===== src/rtl/biq_pkg.sv =====
// Shared types, constants and saturation helpers for the biquad IIR filter.
package biq_pkg;

    localparam int SAMPLE_W   = 16;
    localparam int COEF_W     = 19;
    localparam int STATE_W    = 36;
    localparam int FRAC_W     = 16;
    localparam int PROD_W     = COEF_W + STATE_W;
    localparam int APB_ADDR_W = 5;
    localparam int APB_DATA_W = 32;

    localparam logic signed [STATE_W-1:0] STATE_MAX = {1'b0, {(STATE_W-1){1'b1}}};
    localparam logic signed [STATE_W-1:0] STATE_MIN = {1'b1, {(STATE_W-1){1'b0}}};
    localparam logic signed [SAMPLE_W-1:0] SAMPLE_MAX = {1'b0, {(SAMPLE_W-1){1'b1}}};
    localparam logic signed [SAMPLE_W-1:0] SAMPLE_MIN = {1'b1, {(SAMPLE_W-1){1'b0}}};

    // Register index, taken from paddr[4:2].
    typedef enum logic [2:0] {
        REG_FEED0 = 3'd0,
        REG_FEED1 = 3'd1,
        REG_FEED2 = 3'd2,
        REG_BACK1 = 3'd3,
        REG_BACK2 = 3'd4
    } reg_idx_t;

    typedef enum logic [0:0] {
        CMD_FILTER = 1'b0,
        CMD_CLEAR  = 1'b1
    } cmd_t;

    typedef enum logic [2:0] {
        ST_IDLE,
        ST_Y,
        ST_Z1SUM,
        ST_Z1,
        ST_Z2PRE,
        ST_Z2,
        ST_CLEAR
    } state_t;

    typedef enum logic [1:0] {
        MUL_SAMPLE_IN,
        MUL_X,
        MUL_Y
    } mul_src_t;

    typedef enum logic [0:0] {
        ADD_A_PROD,
        ADD_A_ACC
    } add_a_t;

    typedef enum logic [1:0] {
        ADD_B_Z1,
        ADD_B_Z2,
        ADD_B_ZERO,
        ADD_B_PROD
    } add_b_t;

    typedef struct packed {
        reg_idx_t coef_sel;
        mul_src_t mul_src;
        logic     shift_en;
        logic     prod_we;
        add_a_t   add_a;
        add_b_t   add_b;
        logic     add_sub;
        logic     y_we;
        logic     acc_we;
        logic     z1_we;
        logic     z2_we;
        logic     out_we;
        logic     clear;
    } ctrl_t;

    // Saturate a full-width product to the state range.
    function automatic logic signed [STATE_W-1:0] sat_prod(input logic signed [PROD_W-1:0] p);
        logic [PROD_W-STATE_W:0] top;
        top = p[PROD_W-1:STATE_W-1];
        if ((&top) || !(|top)) begin
            return p[STATE_W-1:0];
        end else if (p[PROD_W-1]) begin
            return STATE_MIN;
        end else begin
            return STATE_MAX;
        end
    endfunction

    // Saturating add or subtract in the state range.
    function automatic logic signed [STATE_W-1:0] sat_sum(
        input logic signed [STATE_W-1:0] a,
        input logic signed [STATE_W-1:0] b,
        input logic                      sub
    );
        logic signed [STATE_W:0] s;
        if (sub) begin
            s = {a[STATE_W-1], a} - {b[STATE_W-1], b};
        end else begin
            s = {a[STATE_W-1], a} + {b[STATE_W-1], b};
        end
        if (s[STATE_W] != s[STATE_W-1]) begin
            return s[STATE_W] ? STATE_MIN : STATE_MAX;
        end else begin
            return s[STATE_W-1:0];
        end
    endfunction

    // Floor the Q.16 value to an integer and saturate to the sample range.
    function automatic logic signed [SAMPLE_W-1:0] sat_out(input logic signed [STATE_W-1:0] y);
        logic [STATE_W-FRAC_W-SAMPLE_W:0] top;
        top = y[STATE_W-1:FRAC_W+SAMPLE_W-1];
        if ((&top) || !(|top)) begin
            return y[FRAC_W+SAMPLE_W-1:FRAC_W];
        end else if (y[STATE_W-1]) begin
            return SAMPLE_MIN;
        end else begin
            return SAMPLE_MAX;
        end
    endfunction

endpackage


===== src/rtl/biquad_iir_filter.sv =====
// Biquad IIR filter in transposed direct form II with a shared multiplier and adder.
// A filter item holds the sequencer from the accept cycle through its last step. The
// first product is formed in the accept cycle. The five steps after it share one
// 19 x 36 signed multiplier and one saturating adder, forming the other four products
// and all five sums. The result is registered out of the last step. A clear item
// passes through the clear step, whose result is registered. s_ready is high only while
// the sequencer is idle. A finished result waits in the output register, and the
// sequencer holds in its last step until that register is free, so a stalled result
// delays the next item by the length of the stall. Coefficients are Q3.16 at byte
// addresses 0, 4, 8, 12 and 16 and reset to zero; the delay state resets to zero.
module biquad_iir_filter
    import biq_pkg::*;
(
    input  logic                         aclk,
    input  logic                         aresetn,
    input  logic                         psel,
    input  logic                         penable,
    input  logic                         pwrite,
    input  logic [APB_ADDR_W-1:0]        paddr,
    input  logic [APB_DATA_W-1:0]        pwdata,
    output logic [APB_DATA_W-1:0]        prdata,
    output logic                         pready,
    input  logic                         s_valid,
    output logic                         s_ready,
    input  logic                         s_command,
    input  logic signed [SAMPLE_W-1:0]   s_sample,
    output logic                         m_valid,
    input  logic                         m_ready,
    output logic signed [SAMPLE_W-1:0]   m_filtered
);

    state_t state_reg, state_next;
    ctrl_t  ctrl;

    logic signed [COEF_W-1:0]   feed0_reg, feed1_reg, feed2_reg, back1_reg, back2_reg;
    logic signed [STATE_W-1:0]  z1_reg, z2_reg;
    logic signed [SAMPLE_W-1:0] x_reg;
    logic signed [STATE_W-1:0]  y_reg, acc_reg, prod_reg;
    logic                       out_valid_reg;
    logic signed [SAMPLE_W-1:0] filtered_reg;

    logic                       cfg_we;
    reg_idx_t                   cfg_idx;
    logic signed [COEF_W-1:0]   rd_coef;
    logic                       in_accept;
    logic                       out_free;

    logic signed [COEF_W-1:0]   mul_a;
    logic signed [SAMPLE_W-1:0] mul_sample;
    logic signed [STATE_W-1:0]  mul_b;
    logic signed [PROD_W-1:0]   prod_full;
    logic signed [PROD_W-1:0]   prod_scaled;
    logic signed [STATE_W-1:0]  add_a_val, add_b_val, sum_val;

    // ---------------- configuration port ----------------
    assign pready  = 1'b1;
    assign cfg_idx = reg_idx_t'(paddr[APB_ADDR_W-1:2]);
    assign cfg_we  = psel && penable && pwrite && pready;

    always_comb begin
        unique case (cfg_idx)
            REG_FEED0: rd_coef = feed0_reg;
            REG_FEED1: rd_coef = feed1_reg;
            REG_FEED2: rd_coef = feed2_reg;
            REG_BACK1: rd_coef = back1_reg;
            REG_BACK2: rd_coef = back2_reg;
            default:   rd_coef = '0;
        endcase
    end

    assign prdata = {{(APB_DATA_W-COEF_W){rd_coef[COEF_W-1]}}, rd_coef};

    always_ff @(posedge aclk) begin
        if (!aresetn) begin
            feed0_reg <= '0;
            feed1_reg <= '0;
            feed2_reg <= '0;
            back1_reg <= '0;
            back2_reg <= '0;
        end else if (cfg_we) begin
            unique case (cfg_idx)
                REG_FEED0: feed0_reg <= pwdata[COEF_W-1:0];
                REG_FEED1: feed1_reg <= pwdata[COEF_W-1:0];
                REG_FEED2: feed2_reg <= pwdata[COEF_W-1:0];
                REG_BACK1: back1_reg <= pwdata[COEF_W-1:0];
                REG_BACK2: back2_reg <= pwdata[COEF_W-1:0];
                default: ;
            endcase
        end
    end

    // ---------------- handshakes ----------------
    assign s_ready    = (state_reg == ST_IDLE);
    assign in_accept  = s_valid && s_ready;
    assign out_free   = !out_valid_reg || m_ready;
    assign m_valid    = out_valid_reg;
    assign m_filtered = filtered_reg;

    // ---------------- sequencer ----------------
    always_comb begin
        state_next = state_reg;
        unique case (state_reg)
            ST_IDLE: begin
                if (in_accept) begin
                    state_next = (s_command == CMD_CLEAR) ? ST_CLEAR : ST_Y;
                end
            end
            ST_Y:     state_next = ST_Z1SUM;
            ST_Z1SUM: state_next = ST_Z1;
            ST_Z1:    state_next = ST_Z2PRE;
            ST_Z2PRE: state_next = ST_Z2;
            ST_Z2, ST_CLEAR: begin
                if (out_free) begin
                    state_next = ST_IDLE;
                end
            end
            default:  state_next = ST_IDLE;
        endcase
    end

    always_comb begin
        ctrl          = '0;
        ctrl.coef_sel = REG_FEED0;
        ctrl.mul_src  = MUL_X;
        ctrl.add_a    = ADD_A_PROD;
        ctrl.add_b    = ADD_B_ZERO;
        unique case (state_reg)
            ST_IDLE: begin
                ctrl.mul_src = MUL_SAMPLE_IN;
                ctrl.prod_we = in_accept && (s_command == CMD_FILTER);
            end
            ST_Y: begin
                ctrl.add_b    = ADD_B_Z1;
                ctrl.y_we     = 1'b1;
                ctrl.coef_sel = REG_FEED1;
                ctrl.prod_we  = 1'b1;
            end
            ST_Z1SUM: begin
                ctrl.add_b    = ADD_B_Z2;
                ctrl.acc_we   = 1'b1;
                ctrl.coef_sel = REG_BACK1;
                ctrl.mul_src  = MUL_Y;
                ctrl.shift_en = 1'b1;
                ctrl.prod_we  = 1'b1;
            end
            ST_Z1: begin
                ctrl.add_a    = ADD_A_ACC;
                ctrl.add_b    = ADD_B_PROD;
                ctrl.add_sub  = 1'b1;
                ctrl.z1_we    = 1'b1;
                ctrl.coef_sel = REG_FEED2;
                ctrl.prod_we  = 1'b1;
            end
            ST_Z2PRE: begin
                ctrl.acc_we   = 1'b1;
                ctrl.coef_sel = REG_BACK2;
                ctrl.mul_src  = MUL_Y;
                ctrl.shift_en = 1'b1;
                ctrl.prod_we  = 1'b1;
            end
            ST_Z2: begin
                ctrl.add_a   = ADD_A_ACC;
                ctrl.add_b   = ADD_B_PROD;
                ctrl.add_sub = 1'b1;
                ctrl.z2_we   = out_free;
                ctrl.out_we  = out_free;
            end
            ST_CLEAR: begin
                ctrl.clear  = out_free;
                ctrl.out_we = out_free;
            end
            default: ;
        endcase
    end

    always_ff @(posedge aclk) begin
        if (!aresetn) begin
            state_reg <= ST_IDLE;
        end else begin
            state_reg <= state_next;
        end
    end

    // ---------------- shared multiplier ----------------
    always_comb begin
        unique case (ctrl.coef_sel)
            REG_FEED0: mul_a = feed0_reg;
            REG_FEED1: mul_a = feed1_reg;
            REG_FEED2: mul_a = feed2_reg;
            REG_BACK1: mul_a = back1_reg;
            REG_BACK2: mul_a = back2_reg;
            default:   mul_a = '0;
        endcase
    end

    assign mul_sample = (ctrl.mul_src == MUL_SAMPLE_IN) ? s_sample : x_reg;
    assign mul_b = (ctrl.mul_src == MUL_Y) ? y_reg
                 : {{(STATE_W-SAMPLE_W){mul_sample[SAMPLE_W-1]}}, mul_sample};

    assign prod_full = PROD_W'(mul_a) * PROD_W'(mul_b);
    // Products with y carry 32 fraction bits; the shift floors them back to 16.
    assign prod_scaled = ctrl.shift_en ? (prod_full >>> FRAC_W) : prod_full;

    // ---------------- shared saturating adder ----------------
    assign add_a_val = (ctrl.add_a == ADD_A_ACC) ? acc_reg : prod_reg;

    always_comb begin
        unique case (ctrl.add_b)
            ADD_B_Z1:   add_b_val = z1_reg;
            ADD_B_Z2:   add_b_val = z2_reg;
            ADD_B_PROD: add_b_val = prod_reg;
            default:    add_b_val = '0;
        endcase
    end

    assign sum_val = sat_sum(add_a_val, add_b_val, ctrl.add_sub);

    // ---------------- datapath registers ----------------
    always_ff @(posedge aclk) begin
        if (in_accept) begin
            x_reg <= s_sample;
        end
        if (ctrl.prod_we) begin
            prod_reg <= sat_prod(prod_scaled);
        end
        if (ctrl.y_we) begin
            y_reg <= sum_val;
        end
        if (ctrl.acc_we) begin
            acc_reg <= sum_val;
        end
        if (ctrl.out_we) begin
            filtered_reg <= ctrl.clear ? '0 : sat_out(y_reg);
        end
    end

    always_ff @(posedge aclk) begin
        if (!aresetn) begin
            z1_reg <= '0;
            z2_reg <= '0;
        end else begin
            if (ctrl.clear) begin
                z1_reg <= '0;
                z2_reg <= '0;
            end else begin
                if (ctrl.z1_we) begin
                    z1_reg <= sum_val;
                end
                if (ctrl.z2_we) begin
                    z2_reg <= sum_val;
                end
            end
        end
    end

    always_ff @(posedge aclk) begin
        if (!aresetn) begin
            out_valid_reg <= 1'b0;
        end else if (ctrl.out_we) begin
            out_valid_reg <= 1'b1;
        end else if (m_ready) begin
            out_valid_reg <= 1'b0;
        end
    end

    // ---------------- assertions ----------------
`ifndef ASSERT_OFF
    // A result appears only out of the last filter step or the clear step.
    a_result_source: assert property (@(posedge aclk) disable iff (!aresetn)
        $rose(m_valid) |-> ($past(state_reg) == ST_Z2 || $past(state_reg) == ST_CLEAR))
        else $error("result appeared outside a final step");

    // A clear item leaves both delay registers at zero.
    a_clear_zeroes: assert property (@(posedge aclk) disable iff (!aresetn)
        (state_reg == ST_CLEAR && out_free) |=> (z1_reg == '0 && z2_reg == '0))
        else $error("delay state not cleared");

    // An accepted filter item starts the sequence at the y step.
    a_filter_start: assert property (@(posedge aclk) disable iff (!aresetn)
        (in_accept && s_command == CMD_FILTER) |=> (state_reg == ST_Y))
        else $error("filter item did not start the sequence");
`endif

endmodule


===== config.mk =====
export PLATFORM = sky130hd
export DESIGN_NAME = biquad_iir_filter
export DESIGN_NICKNAME = d
export VERILOG_FILES = /design/src/rtl/biq_pkg.sv /design/src/rtl/biquad_iir_filter.sv
export SDC_FILE = /design/constraint.sdc
export NUM_CORES = 2
export LEC_CHECK = 0
export BUFFER_PORTS_ARGS = -buffer_cell sky130_fd_sc_hd__buf_2
export CAP_MARGIN = 10
export CORE_MARGIN = 4
export CORE_UTILIZATION = 40
export DETAILED_ROUTE_END_ITERATION = 6
export REMOVE_ABC_BUFFERS = 1
export SYNTH_ARGS = -nofsm -noshare
export SYNTH_HDL_FRONTEND = slang
export SYNTH_SLANG_ARGS = --single-unit

===== constraint.sdc =====
create_clock -name aclk -period 32.2 [get_ports aclk]
set_input_delay 8.05 -clock aclk [delete_from_list [all_inputs] [get_ports aclk]]
set_output_delay 8.05 -clock aclk [all_outputs]
set_load 0.01 [all_outputs]

Word-level counts from Yosys, hierarchy flattened
Index checks and enable logic that the tools add are counted.

operators by class
  add/subtract/negate cells = 2
  $mul = 1
  eq/ne operators = 20
  multiplexer cells = 31
  bitwise gates (word level) = 2
  reductions and logical operators = 31

operators with widths
  cell                  count
  $mux W36              6
  $pmux W19 S5          2
  $pmux W36 S3          1
  $mul A19 B36 Y55      1
  $mux W54              1
  $mux W16              3
  $add A36 B36 Y37      1
  $mux W37              1
  $sub A36 B36 Y37      1
  $reduce_and A20 Y1    1
  $reduce_or A20 Y1     1
  $eq A3 B2 Y1 const B  6
  $pmux W3 S6           1
  $eq A3 B3 Y1 const B  5
  $pmux W3 S4           1
  $reduce_and A2 Y1     6
  $eq A3 B1 Y1 const B  3
  $logic_not A3 Y1      3
  $mux W1               9
  $mux W3               3
  $reduce_or A2 Y1      4
  $pmux W2 S3           1
  $reduce_and A5 Y1     1
  $reduce_or A5 Y1      1
  other kinds (13)      24

word-level totals
  register bits after elaboration = 311
  bits of input ports = 61
  output and inout bits = 51
  logic and storage cells = 101

Longest topological paths before layout
  word-level depth = 12
  depth in mapped cells = 40
  gate-level depth less buffers = 31

Least setup slack after synthesis
No wires, ideal clock.

  path type = in2out
  start = input paddr[3]
  end = output prdata[0]
  arrival = 9804 ps
  required time = 24150 ps
  setup slack = 14346 ps
  cell stages on the path = 6
  path buffers = 3
  path through = clkbuf_1 -> buf_1 -> clkbuf_1 -> mux2i_1 -> o21ai_0 -> a221o_1

on the way
  cells in the longest elaborated chain, start to end = 2
  elaborated cells on any way between the ends = 6
  classes of those cells = eq/ne: 4; mux: 1; reduce/logical: 1

RTL lines
  item                                  line                     RTL
  start: declaration                    biquad_iir_filter.sv:19  input logic [APB_ADDR_W-1:0] paddr,
  $eq A3 B3 Y1 (tied with other cells)  biquad_iir_filter.sv:61  unique case (cfg_idx)
  $pmux W19 S5 (*)                      biquad_iir_filter.sv:61
  end: declaration                      biquad_iir_filter.sv:21  output logic [APB_DATA_W-1:0] prdata,

Mark *: on every way between the ends. The rest lies on a longest branch, timed or not.

Final worst setup path
Ends and elaborated chain as after synthesis.

==> results.toml <==
[place]
dp_hpwl_um = 102000
io_buffers = 95
gp_congestion = 0.946
place_area_sq_mm = 0.0430

[setup_path]
cp-start-kind = "input pin"
crit_type = "in -> out"
cp.required_ns = 24.15
cp_top_family = "buffers and inverters"
path_common_cell = "buf_2"
critPathMaxStageDelay_ns = 0.69
cp-end-kind = "primary output"
slowest_stage = "buf_2"
crit_arrival_ns = 10.46
cp_num_buf_inv = 2
path_cells = "buf_2 > nor2_1 > and2_1 > nand2_1 > o21ai_0 > a221o_1 > buf_2"
critPathMaxFanout = 26

[finish]
final_common_cell = "nand2_1"
area_delta_synth_final_pct = 7.23
final_nets = 5595
regArea_sq_mm = 0.00764
mostFrequentLayoutCells = "nand2_1 (901), inv_1 (669), fa_1 (659), nor2_1 (403), ha_1 (184)"
num-fill-cells = 10200
drive_above_1_share_pct = 6.27
fin_area_sq_mm = 0.0442
multi_input_area_sq_mm = 0.0301

[grt]
antenna_found_initial = 9
use_met3_pct = 5.48
overflow = 0
grt_max_degree = 76
grt_pass1_wl_um = 209000
grt_use_total_pct = 25.3
grt_use_met2_pct = 39.5
grt_pass1_vias = 33900
busiest_layer = "met2"
use_met1_pct = 35.6

[pwr]
finalPower_mw = 3.53
peakVddDrop_uv = 192
p_per_area_mw_per_mm2 = 79.8
cellLeakagePower_nw = 20.6

[floorplanning]
initial_utilization_pct = 40.4
placementRows = 117
dieArea_sq_mm = 0.108
core_region_area_sq_mm = 0.102
io_pins = 112
fp.dieW_um = 329
die_h_um = 329

[route]
ant_nets = 0
drc = 0
vias_per_cell = 5.59
drt_iter0_drc = 2863
dr.pass1.iters = 6
routed_wl_um = 137000
vias = 34000
wl_per_cell_um = 22.6

[clocking]
cts_setup_buffers = 0
cts_sinks = 311
clock_latency_ns = 0.58
htreeDepth = 2
cts_max_path_buffers = 3
numCtsBuffers = 35
cts.repair.resized = 0
cts_root_buffer = "clkbuf_16"
cts.reportedPaths.clkPinSlew_ns = 0.06
cts_hold_buf = 0
tritoncts = "built"

[logic_synthesis]
syn_area_sq_mm = 0.0412
postSynthAreaPerCell_sq_um = 8.67
yosys_most_used_dff = "dfxtp_1"
synth_cell_types = 95
postSynth.asyncResetShare_pct = 0
syn_inst = 4755
synth_edf_count = 140
synth-seq-cells = 311
ys.warnings.count = 0
ys_seq_area_share_pct = 18.5

[timing]
setup_tns_ns = 0
finalCriticalPeriod_ns = 18.51
slew_violations = 0
fmax_mhz = 54.0
fin_skew_ns = 0.0197
setup_viol = 0
rsz0062_at_grt = "no"
slew_headroom_pct = 19.5
hold_viol = 0
worstMarginPinSlew_ns = 1.21
period_share_pct = 57.5

[outcome]
run_status = "finished clean"

[job]
cap_violations = 0

[hold_path]
hp-class = "reg -> reg"
==> layout make-up <==
| class | instances | share of cell area (%) |
|---|---|---|
| Antenna cell | 3 | 0.0170 |
| Clock buffer | 44 | 2.10 |
| Clock inverter | 20 | 0.583 |
| Inverter | 670 | 5.69 |
| Multi-Input combinational cell | 3498 | 68.0 |
| Sequential cell | 311 | 17.3 |
| Tap cell | 1368 | 3.87 |
| Timing Repair Buffer | 175 | 2.44 |
==> synthesized netlist by cell type, drive strengths merged, types with 4 or more instances <==
master | n | area [sq um]
nor2 | 409 | 1540
inv | 670 | 2510
or4 | 6 | 45.0
ha | 184 | 2300
o21a | 51 | 383
and2 | 36 | 228
nand4 | 26 | 169
a211oi | 14 | 110
nand2b | 32 | 200
clkbuf | 218 | 818
a22o | 48 | 420
a21o | 50 | 375
xor2 | 50 | 438
a21oi | 161 | 806
o21ai | 223 | 1120
nor4 | 11 | 118
a31oi | 46 | 288
mux2i | 41 | 410
dfxtp | 171 | 3420
and4 | 17 | 149
maj3 | 14 | 140
nand2 | 902 | 3390
o21bai | 14 | 105
a21boi | 103 | 773
o211ai | 10 | 75.1
a311o | 6 | 60.1
nor3 | 27 | 135
mux2 | 36 | 424
o31ai | 9 | 67.6
buf | 58 | 354
or2 | 7 | 43.8
a311oi | 5 | 43.8
or3 | 15 | 98.8
nor2b | 17 | 114
a221o | 20 | 200
xnor2 | 70 | 613
and3 | 17 | 106
nand3 | 42 | 210
a2111oi | 4 | 41.3
a22oi | 65 | 488
fa | 659 | 13200
edfxtp | 140 | 4200
==> through the flow <==
stage	utilization [%]	setup slack, ns	cells	hold WS (ns)
detailed placement	42.1	13.77	6022	0.435
global route	43.3	13.52	6088	0.477
finish	43.3	13.69	6089	0.447
global placement	42.1	13.79	6022	0.429
CTS	43.3	13.77	6086	0.450
floorplan	-	13.75	4479	0.418
==> worst min-delay path, delay by kind of cell (launching register included) <==
family	cells	cell delay [ns]
compound gates	1	0.05
flops	1	0.32
simple gates	1	0.04
==> logic make-up after synthesis <==
| group | Yosys count | synth area share [%] |
|---|---|---|
| compound gates | 869 | 13.9 |
| xor+xnor | 120 | 2.55 |
| fa+ha+maj | 857 | 37.9 |
| buf+inv | 946 | 8.95 |
| flops | 311 | 18.5 |
| mux | 78 | 2.08 |
| other cells | 1 | 0.00910 |
| simple gates | 1573 | 16.1 |
==> final timing paths <==
check	start	end	slack, ns	depth (start not counted)
worst min register to register	z1_reg[12]	z1_reg[12]	0.45	2
worst max-delay path	paddr[3]	prdata[0]	13.69	7
worst min-delay path	z1_reg[12]	z1_reg[12]	0.45	2
worst max register to register	state_reg[2]	prod_reg[26]	19.48	27
==> power by group <==
part | leakage, nW | switching, mW | total (mW) | internal, mW
clock network | 0.572 | 0.188 | 0.430 | 0.241
registers | 2.68 | 0.0897 | 0.777 | 0.688
logic | 17.3 | 1.61 | 2.32 | 0.710
==> per-layer routing <==
layer	wire length (um)	share of wire, %
met1	59100	43
met2	61000	44
met3	12600	9.2
met4	4610	3.4
met5	14	0.010
Power figures use the tool's default switching activity.
